### config.mk
export PLATFORM = sky130hd
export DESIGN_NAME = workgroup_head_block_swizzle
export DESIGN_NICKNAME = d
export VERILOG_FILES = /design/src/hdl/swz_pkg.sv /design/src/hdl/workgroup_head_block_swizzle.sv /design/src/hdl/swz_div.sv
export SDC_FILE = /design/constraint.sdc
export NUM_CORES = 2
export LEC_CHECK = 0
export BUFFER_PORTS_ARGS = -buffer_cell sky130_fd_sc_hd__buf_2
export CORE_UTILIZATION = 61
export DETAILED_ROUTE_END_ITERATION = 6
export PLACE_DENSITY = 0.79
export SETUP_SLACK_MARGIN = 0.15
export SYNTH_ARGS = -nofsm -noshare
export SYNTH_HDL_FRONTEND = slang
export SYNTH_HIERARCHICAL = 1
export SYNTH_SLANG_ARGS = --single-unit
### constraint.sdc
create_clock -name clk -period 24.9 [get_ports clk]
set_clock_uncertainty 0.1 [all_clocks]
set_input_delay 1.245 -clock clk [delete_from_list [all_inputs] [get_ports clk]]
set_output_delay 1.245 -clock clk [all_outputs]
set_load 0.1 [all_outputs]
### src/hdl/swz_pkg.sv
// Shared constants, register codes and clamp helpers for the workgroup swizzle block.
package swz_pkg;

    localparam int CHIPLETS   = 8;
    localparam int GROUP_W    = 20;
    localparam int HEAD_CNT_W = 9;
    localparam int BLOCKS_W   = 13;
    localparam int BLOCK_W    = 12;
    localparam int SHEAD_W    = 8;
    localparam int CHIP_OUT_W = 3;
    localparam int HEADS_MAX  = 256;
    localparam int BLOCKS_MAX = 4096;
    localparam int HEADS_RST  = 8;
    localparam int BLOCKS_RST = 4;
    localparam int DIV_STEPS  = 4;
    localparam int APB_ADDR_W = 3;
    localparam int APB_DATA_W = 32;

    typedef enum logic [0:0] {
        REG_HEAD_COUNT     = 1'b0,
        REG_BLOCKS_IN_HEAD = 1'b1
    } swz_reg_t;

    function automatic logic [HEAD_CNT_W-1:0] clamp_heads(input logic [HEAD_CNT_W-1:0] v);
        logic [HEAD_CNT_W-1:0] r;
        if (v == '0)
            r = HEAD_CNT_W'(1);
        else if (v > HEAD_CNT_W'(HEADS_MAX))
            r = HEAD_CNT_W'(HEADS_MAX);
        else
            r = v;
        return r;
    endfunction

    function automatic logic [BLOCKS_W-1:0] clamp_blocks(input logic [BLOCKS_W-1:0] v);
        logic [BLOCKS_W-1:0] r;
        if (v == '0)
            r = BLOCKS_W'(1);
        else if (v > BLOCKS_W'(BLOCKS_MAX))
            r = BLOCKS_W'(BLOCKS_MAX);
        else
            r = v;
        return r;
    endfunction

endpackage

### src/hdl/workgroup_head_block_swizzle.sv
// Top level: workgroup number to plain and swizzled head/block/chiplet mapping.
//
//  channel   | signals                                   | handshake
//  ----------+-------------------------------------------+---------------------------------
//  request   | group_number                              | transfer on start && !busy
//  result    | plain_head/block/chiplet, swizzled_*      | done high for one cycle
//  config    | psel penable pwrite paddr pwdata prdata   | APB, write on access, pready = 1
//
//  One transfer per cycle; busy is never raised.
//  The pipeline is a two-stage reciprocal multiply for the chiplet remainder, two
//  dividers of 4 quotient bits per stage in series (/ blocks, / heads-per-chiplet),
//  a multiply stage and the clamp/output stage.
//  Reset clears the valid chain and loads head_count = 8, blocks_in_head = 4.
//  The receiver cannot stall; results leave on the cycle they are ready.
module workgroup_head_block_swizzle #(
    parameter int CHIPLETS = swz_pkg::CHIPLETS
) (
    input  logic                            clk,
    input  logic                            rst_n,
    input  logic                            start,
    output logic                            busy,
    input  logic [swz_pkg::GROUP_W-1:0]     group_number,
    output logic                            done,
    output logic [swz_pkg::GROUP_W-1:0]     plain_head,
    output logic [swz_pkg::BLOCK_W-1:0]     plain_block,
    output logic [swz_pkg::CHIP_OUT_W-1:0]  plain_chiplet,
    output logic [swz_pkg::SHEAD_W-1:0]     swizzled_head_index,
    output logic [swz_pkg::BLOCK_W-1:0]     swizzled_block_index,
    output logic [swz_pkg::CHIP_OUT_W-1:0]  swizzled_chiplet,
    input  logic                            psel,
    input  logic                            penable,
    input  logic                            pwrite,
    input  logic [swz_pkg::APB_ADDR_W-1:0]  paddr,
    input  logic [swz_pkg::APB_DATA_W-1:0]  pwdata,
    output logic [swz_pkg::APB_DATA_W-1:0]  prdata,
    output logic                            pready
);

    localparam int GW        = swz_pkg::GROUP_W;
    localparam int HW        = swz_pkg::HEAD_CNT_W;
    localparam int BW        = swz_pkg::BLOCKS_W;
    localparam int KW        = swz_pkg::BLOCK_W;
    localparam int OW        = swz_pkg::CHIP_OUT_W;
    localparam int SW        = swz_pkg::SHEAD_W;
    localparam int DivStages = (GW + swz_pkg::DIV_STEPS - 1) / swz_pkg::DIV_STEPS;
    localparam int Lat       = 2 + 2 * DivStages + 2;
    localparam int ChipDenW  = $clog2(CHIPLETS + 1);
    localparam int ChipW     = (CHIPLETS > 1) ? $clog2(CHIPLETS) : 1;
    localparam int ModShift  = GW + $clog2(CHIPLETS);
    localparam int ModMulW   = GW + 2;
    localparam int ModMulVal = ((1 << ModShift) + CHIPLETS - 1) / CHIPLETS;
    localparam int ModProdW  = ModShift + GW;
    localparam int HpcShift  = HW + $clog2(CHIPLETS);
    localparam int HpcMulW   = HW + 2;
    localparam int HpcMulVal = ((1 << HpcShift) + CHIPLETS - 1) / CHIPLETS;
    localparam int HpcProdW  = HpcShift + HW;
    localparam int HpcRst    = (swz_pkg::HEADS_RST + CHIPLETS - 1) / CHIPLETS;
    localparam int ProdW     = ChipW + HW;
    localparam int SumW      = ProdW + 1;
    localparam int BTagW     = OW + KW + GW;

    localparam logic [ModMulW-1:0]  ModMul   = ModMulW'(ModMulVal);
    localparam logic [HpcMulW-1:0]  HpcMul   = HpcMulW'(HpcMulVal);
    localparam logic [GW-1:0]       ChipLast = GW'(CHIPLETS - 1);

    // configuration
    logic                 cfg_wr;
    logic [HW-1:0]        heads_raw_reg, heads_raw_next;
    logic [BW-1:0]        blocks_raw_reg, blocks_raw_next;
    logic [HW-1:0]        heads_eff_reg, heads_eff_next;
    logic [BW-1:0]        blocks_eff_reg, blocks_eff_next;
    logic [HW-1:0]        hpc_reg, hpc_next;
    logic [HW-1:0]        heads_wr;
    logic [HW:0]          hpc_x;
    logic [HpcProdW-1:0]  hpc_prod;
    swz_pkg::swz_reg_t    reg_sel;

    assign cfg_wr  = psel && penable && pwrite;
    assign reg_sel = swz_pkg::swz_reg_t'(paddr[2]);
    assign pready  = 1'b1;
    assign busy    = 1'b0;

    assign heads_wr = swz_pkg::clamp_heads(pwdata[HW-1:0]);
    assign hpc_x    = (HW + 1)'(heads_wr) + (HW + 1)'(CHIPLETS - 1);
    assign hpc_prod = HpcProdW'(hpc_x) * HpcProdW'(HpcMul);

    always_comb
    begin
        heads_raw_next  = heads_raw_reg;
        blocks_raw_next = blocks_raw_reg;
        heads_eff_next  = heads_eff_reg;
        blocks_eff_next = blocks_eff_reg;
        hpc_next        = hpc_reg;
        if (cfg_wr)
        begin
            case (reg_sel)
                swz_pkg::REG_HEAD_COUNT:
                begin
                    heads_raw_next = pwdata[HW-1:0];
                    heads_eff_next = heads_wr;
                    hpc_next       = hpc_prod[HpcShift +: HW];
                end
                swz_pkg::REG_BLOCKS_IN_HEAD:
                begin
                    blocks_raw_next = pwdata[BW-1:0];
                    blocks_eff_next = swz_pkg::clamp_blocks(pwdata[BW-1:0]);
                end
                default:
                begin
                    heads_raw_next = heads_raw_reg;
                end
            endcase
        end
    end

    always_comb
    begin
        case (reg_sel)
            swz_pkg::REG_HEAD_COUNT:     prdata = swz_pkg::APB_DATA_W'(heads_raw_reg);
            swz_pkg::REG_BLOCKS_IN_HEAD: prdata = swz_pkg::APB_DATA_W'(blocks_raw_reg);
            default:                     prdata = '0;
        endcase
    end

    always_ff @(posedge clk or negedge rst_n)
    begin
        if (!rst_n)
        begin
            heads_raw_reg  <= HW'(swz_pkg::HEADS_RST);
            blocks_raw_reg <= BW'(swz_pkg::BLOCKS_RST);
            heads_eff_reg  <= HW'(swz_pkg::HEADS_RST);
            blocks_eff_reg <= BW'(swz_pkg::BLOCKS_RST);
            hpc_reg        <= HW'(HpcRst);
        end
        else
        begin
            heads_raw_reg  <= heads_raw_next;
            blocks_raw_reg <= blocks_raw_next;
            heads_eff_reg  <= heads_eff_next;
            blocks_eff_reg <= blocks_eff_next;
            hpc_reg        <= hpc_next;
        end
    end

    // chiplet remainder: reciprocal multiply, then multiply back and subtract
    logic                m1_valid_reg;
    logic [GW-1:0]       m1_group_reg;
    logic [ModProdW-1:0] m1_prod_reg, m1_prod_next;
    logic [GW-1:0]       m1_quo;
    logic                c_valid_reg;
    logic [GW-1:0]       c_group_reg;
    logic [ChipDenW-1:0] c_rem_reg, c_rem_next;

    assign m1_prod_next = ModProdW'(group_number) * ModProdW'(ModMul);
    assign m1_quo       = m1_prod_reg[ModShift +: GW];
    assign c_rem_next   = ChipDenW'(m1_group_reg - GW'(m1_quo * GW'(CHIPLETS)));

    always_ff @(posedge clk or negedge rst_n)
    begin
        if (!rst_n)
        begin
            m1_valid_reg <= 1'b0;
            c_valid_reg  <= 1'b0;
        end
        else
        begin
            m1_valid_reg <= start && !busy;
            c_valid_reg  <= m1_valid_reg;
        end
    end

    always_ff @(posedge clk)
    begin
        m1_group_reg <= group_number;
        m1_prod_reg  <= m1_prod_next;
        c_group_reg  <= m1_group_reg;
        c_rem_reg    <= c_rem_next;
    end

    // divider chain
    logic                a_valid;
    logic [GW-1:0]       a_quo;
    logic [BW-1:0]       a_rem;
    logic [OW-1:0]       a_tag;
    logic                b_valid;
    logic [GW-1:0]       b_quo;
    logic [HW-1:0]       b_rem;
    logic [BTagW-1:0]    b_tag;

    swz_div #(
        .NUM_W (GW),
        .DEN_W (BW),
        .TAG_W (OW),
        .STEPS (swz_pkg::DIV_STEPS)
    ) u_div_block (
        .clk       (clk),
        .rst_n     (rst_n),
        .in_valid  (c_valid_reg),
        .in_num    (c_group_reg),
        .in_den    (blocks_eff_reg),
        .in_tag    (OW'(c_rem_reg)),
        .out_valid (a_valid),
        .out_quo   (a_quo),
        .out_rem   (a_rem),
        .out_tag   (a_tag)
    );

    swz_div #(
        .NUM_W (GW),
        .DEN_W (HW),
        .TAG_W (BTagW),
        .STEPS (swz_pkg::DIV_STEPS)
    ) u_div_head (
        .clk       (clk),
        .rst_n     (rst_n),
        .in_valid  (a_valid),
        .in_num    (a_quo),
        .in_den    (hpc_reg),
        .in_tag    ({a_tag, a_rem[KW-1:0], a_quo}),
        .out_valid (b_valid),
        .out_quo   (b_quo),
        .out_rem   (b_rem),
        .out_tag   (b_tag)
    );

    // chiplet clamp and head base multiply
    logic             f1_valid_reg;
    logic [ChipW-1:0] chip_next, chip_reg;
    logic [ProdW-1:0] prod_next, prod_reg;
    logic [HW-1:0]    lhead_reg;
    logic [BTagW-1:0] f1_tag_reg;

    assign chip_next = (b_quo >= ChipLast) ? ChipLast[ChipW-1:0] : b_quo[ChipW-1:0];
    assign prod_next = ProdW'(chip_next) * ProdW'(hpc_reg);

    always_ff @(posedge clk or negedge rst_n)
    begin
        if (!rst_n)
            f1_valid_reg <= 1'b0;
        else
            f1_valid_reg <= b_valid;
    end

    always_ff @(posedge clk)
    begin
        chip_reg   <= chip_next;
        prod_reg   <= prod_next;
        lhead_reg  <= b_rem;
        f1_tag_reg <= b_tag;
    end

    // head clamp and output register
    logic [SumW-1:0]  shead_sum;
    logic [HW-1:0]    head_last;
    logic [SW-1:0]    shead_next;
    logic             done_reg;
    logic [GW-1:0]    plain_head_reg;
    logic [KW-1:0]    block_reg;
    logic [OW-1:0]    plain_chiplet_reg;
    logic [SW-1:0]    shead_reg;
    logic [OW-1:0]    swz_chiplet_reg;

    assign shead_sum  = SumW'(prod_reg) + SumW'(lhead_reg);
    assign head_last  = heads_eff_reg - HW'(1);
    assign shead_next = (shead_sum > SumW'(head_last)) ? head_last[SW-1:0]
                                                       : shead_sum[SW-1:0];

    always_ff @(posedge clk or negedge rst_n)
    begin
        if (!rst_n)
            done_reg <= 1'b0;
        else
            done_reg <= f1_valid_reg;
    end

    always_ff @(posedge clk)
    begin
        plain_head_reg    <= f1_tag_reg[GW-1:0];
        block_reg         <= f1_tag_reg[GW +: KW];
        plain_chiplet_reg <= f1_tag_reg[GW + KW +: OW];
        shead_reg         <= shead_next;
        swz_chiplet_reg   <= OW'(chip_reg);
    end

    assign done                 = done_reg;
    assign plain_head           = plain_head_reg;
    assign plain_block          = block_reg;
    assign plain_chiplet        = plain_chiplet_reg;
    assign swizzled_head_index  = shead_reg;
    assign swizzled_block_index = block_reg;
    assign swizzled_chiplet     = swz_chiplet_reg;

    a_latency: assert property (@(posedge clk) disable iff (!rst_n)
        (start && !busy) |-> ##Lat done)
        else $error("transfer did not complete after fixed latency");

    a_no_spurious: assert property (@(posedge clk) disable iff (!rst_n)
        done |-> $past(start && !busy, Lat))
        else $error("result without matching transfer");

    a_chip_clamp: assert property (@(posedge clk) disable iff (!rst_n)
        f1_valid_reg |-> (chip_reg <= ChipLast[ChipW-1:0]))
        else $error("swizzled chiplet beyond last chiplet");

endmodule

### src/hdl/swz_div.sv
// Pipelined restoring divider, STEPS quotient bits per stage, with a sideband tag.
module swz_div #(
    parameter int NUM_W = swz_pkg::GROUP_W,
    parameter int DEN_W = swz_pkg::BLOCKS_W,
    parameter int TAG_W = 1,
    parameter int STEPS = swz_pkg::DIV_STEPS
) (
    input  logic             clk,
    input  logic             rst_n,
    input  logic             in_valid,
    input  logic [NUM_W-1:0] in_num,
    input  logic [DEN_W-1:0] in_den,
    input  logic [TAG_W-1:0] in_tag,
    output logic             out_valid,
    output logic [NUM_W-1:0] out_quo,
    output logic [DEN_W-1:0] out_rem,
    output logic [TAG_W-1:0] out_tag
);

    localparam int NSTG = (NUM_W + STEPS - 1) / STEPS;

    logic             src_valid [NSTG];
    logic [NUM_W-1:0] src_num   [NSTG];
    logic [NUM_W-1:0] src_quo   [NSTG];
    logic [DEN_W-1:0] src_rem   [NSTG];
    logic [TAG_W-1:0] src_tag   [NSTG];

    logic [NUM_W-1:0] num_next  [NSTG];
    logic [NUM_W-1:0] quo_next  [NSTG];
    logic [DEN_W-1:0] rem_next  [NSTG];

    logic             valid_reg [NSTG];
    logic [NUM_W-1:0] num_reg   [NSTG];
    logic [NUM_W-1:0] quo_reg   [NSTG];
    logic [DEN_W-1:0] rem_reg   [NSTG];
    logic [TAG_W-1:0] tag_reg   [NSTG];

    for (genvar s = 0; s < NSTG; s++) begin : g_stg
        if (s == 0) begin : g_src
            assign src_valid[s] = in_valid;
            assign src_num[s]   = in_num;
            assign src_quo[s]   = '0;
            assign src_rem[s]   = '0;
            assign src_tag[s]   = in_tag;
        end else begin : g_src
            assign src_valid[s] = valid_reg[s-1];
            assign src_num[s]   = num_reg[s-1];
            assign src_quo[s]   = quo_reg[s-1];
            assign src_rem[s]   = rem_reg[s-1];
            assign src_tag[s]   = tag_reg[s-1];
        end

        always_comb
        begin : c_step
            logic [NUM_W-1:0] n;
            logic [NUM_W-1:0] q;
            logic [DEN_W-1:0] r;
            logic [DEN_W:0]   t;
            n = src_num[s];
            q = src_quo[s];
            r = src_rem[s];
            t = '0;
            for (int j = 0; j < STEPS; j++)
            begin
                if (s * STEPS + j < NUM_W)
                begin
                    t = {r, n[NUM_W-1]};
                    n = {n[NUM_W-2:0], 1'b0};
                    if (t >= {1'b0, in_den})
                    begin
                        t = t - {1'b0, in_den};
                        q = {q[NUM_W-2:0], 1'b1};
                    end
                    else
                    begin
                        q = {q[NUM_W-2:0], 1'b0};
                    end
                    r = t[DEN_W-1:0];
                end
            end
            num_next[s] = n;
            quo_next[s] = q;
            rem_next[s] = r;
        end

        always_ff @(posedge clk or negedge rst_n)
        begin
            if (!rst_n)
                valid_reg[s] <= 1'b0;
            else
                valid_reg[s] <= src_valid[s];
        end

        always_ff @(posedge clk)
        begin
            num_reg[s] <= num_next[s];
            quo_reg[s] <= quo_next[s];
            rem_reg[s] <= rem_next[s];
            tag_reg[s] <= src_tag[s];
        end
    end

    assign out_valid = valid_reg[NSTG-1];
    assign out_quo   = quo_reg[NSTG-1];
    assign out_rem   = rem_reg[NSTG-1];
    assign out_tag   = tag_reg[NSTG-1];

endmodule
==> flow_summary_export.csv <==
group,metric,value,unit
floorplan,fp.coreArea,66200,um2
routing,vias_per_cell,5.95,
finish,regArea,14500,um2
global_routing,wire_length_of_the_first_global_routing_pass,149,mm
hold_path,timing.hold.worst_path_depth,0,
worst_setup_path,critPathSlowestCell,"a211oi_4",
clocking,clkLatencyLatePin,0.64,ns
timing,period_minus_slack,11.50,ns
clocking,cts_h_tree_depth,3,
routing,drt_drc_violations_left,5,
timing,finalSetupViolCount,0,
finish,layout-drive-gt1-share,0.127,
worst_setup_path,timing.reg2reg.worst_path_depth,38,
worst_setup_path,cp.required,25.30,ns
yosys,syn-cell-area,41000,um2
timing,fin_crit_sh,0.462,
worst_setup_path,reg2reg_slack,13.40,ns
clocking,tritoncts_num_sinks,707,
worst_setup_path,critical_path_arrival,11.90,ns
finish,synthToLayoutAreaGrowth,8.72,%
timing,grt_setup_unrepaired,"no",
finish,fillerInstances,5138,
place,place.gp.congestion,0.902,
global_routing,grt_max_degree,66,
clocking,cts_hold_buffers,0,
clocking,clk_path_buf_depth,3,
worst_setup_path,critPathMostFrequentCell,"o21ai_0",
routing,route.antenna.remaining_nets,0,
clocking,clkSlewWorstSetupHoldPaths,0.07,ns
hold_path,min_from,"u_div_block/quo_reg[0][51]",
routing,detailroute.via_count,31687,
finish,final_util,0.674,
routing,drt-pass1-iter-count,7,
clocking,numCtsBuffers,71,
worst_setup_path,timing_worst_setup_path_type,"reg2reg",
timing,achievable-frequency,86.9,MHz
routing,wire_length_after_detailed_routing,92.3,mm
yosys,yosys_warnings,6,
floorplan,initial_core_util,0.620,
global_routing,grt.overflow.total,0,
clocking,cts.repair_timing.setup_buffer_count,0,
finish,largest_register_ffs,175,
floorplan,dieArea,68300,um2
status,status,"finished with violations",
floorplan,die_y,261,um
status,violations_in_the_final_reports,"DRC",
timing,hold_viol_final,0,
place,post-place-cells,5198,
timing,worst_slew_margin_rel,0.237,
worst_setup_path,critPathCaptureType,"flop",
timing,worst_slew_pin_slew,1.14,ns
clocking,cts-resized-gates,0,
timing,setup_total_negative_slack,0,ns
finish,final-instance-count-excl-fill,5326,
finish,n_diodes,0,
worst_setup_path,worstPathMaxFanout,26,
worst_setup_path,critPathLaunchType,"flop",
global_routing,gr-usage-all-layers,0.268,
timing,slew_viol_final,0,
timing,hold_ws,0.209,ns
routing,starting_drc_count_in_detailed_routing,1994,
hold_path,min_path_type,"reg2reg",
worst_setup_path,delay_of_the_slowest_cell_on_the_worst_path,0.72,ns
routing,drt-wirelength-per-cell,17.3,um
floorplan,num_io_pins,154,
floorplan,floorplan.rows,94,
worst_setup_path,r2r-end,"u_div_block/rem_reg[0][31]",
yosys,netlist_instances,4300,
finish,num-nets-final,4963,
place,port_buffers,111,
worst_setup_path,regToRegStartpoint,"blocks_eff_reg[1]",
floorplan,floorplan.die.width,261,um
global_routing,antenna_found_initial,1,
place,dpl.hpwl,65.8,mm
worst_setup_path,cp-startpoint,"blocks_eff_reg[1]",
yosys,post_synth.cell_area_avg,9.54,um2
clocking,ctsRootBufferMaster,"clkbuf_16",
global_routing,via_count_of_the_first_global_routing_pass,30612,
run,max_cap_violations,0,
clocking,tritoncts_clock_tree,"built",
finish,area_of_the_multi_input_gates,25000,um2
hold_path,worstHoldEndpoint,"u_div_block/quo_reg[0][75]",
-- layer usage --
metal,vias up,GRT usage,share of wire
met3,228,0.0343,0.052
met2,881,0.455,0.47
met1,14852,0.340,0.44
met4,2,0.116,0.037
li1,15724,-,-
met5,-,0,0.00013
-- stage by stage --
stage / setup slack, ns / area (um2)
2_1_floorplan: 14.62 / 41100
3_3_place_gp: 13.90 / 42200
3_5_place_dp: 13.60 / 42200
4_1_cts: 13.56 / 44600
5_1_grt: 12.79 / 44600
6_report: 13.40 / 44600
-- cells in the final DEF (no fill, tap or decap), types with 60 or more instances in the layout --
cell type  instances
dfxtp_1          642
nor2_1           264
nand2b_1          63
mux2_2           195
a21o_1            95
nand4_1           76
mux2i_1           75
xor2_1            95
o21ai_0          195
dfrtp_1           60
a21oi_1          281
nor3_1           100
nand2_1          274
clkbuf_16         73
buf_2            111
nand3_1           85
xnor2_1          190
nor2b_1           80
inv_1            227
ha_1             450
-- layout make-up --
cell class,instances,area share
clock buffers,97,0.0452
clock inverters,31,0.00886
inverters,240,0.0203
multi-input cells,3249,0.560
flip-flops and latches,707,0.325
well taps,864,0.0242
repair buffers,138,0.0170
-- worst max-delay path, delay by kind of cell (launching register included) --
family                   cells  cell delay, ns
buffers and inverters        4            1.00
AND/OR/NAND/NOR              7            1.88
multiplexers                 3            1.19
adder cells (fa/ha/maj)      4            1.71
flip-flops                   1            0.33
AO/OA/AOI/OAI               20            5.13
-- how the worst max path moves through the flow --
stage | end | slack (ns) | cells past startpoint
2_1_floorplan | u_div_block/rem_reg[0][31] | 14.62 | 39
3_3_place_gp | u_div_block/rem_reg[0][31] | 13.90 | 38
3_5_place_dp | u_div_block/rem_reg[0][31] | 13.60 | 38
4_1_cts | u_div_block/rem_reg[0][31] | 13.56 | 38
5_1_grt | u_div_block/rem_reg[0][31] | 12.79 | 38
6_report | u_div_block/rem_reg[0][31] | 13.40 | 38
Power is left out: the tool's default activity adds up to more than one toggle a clock period on the data nets, which glitch-free logic cannot reach.
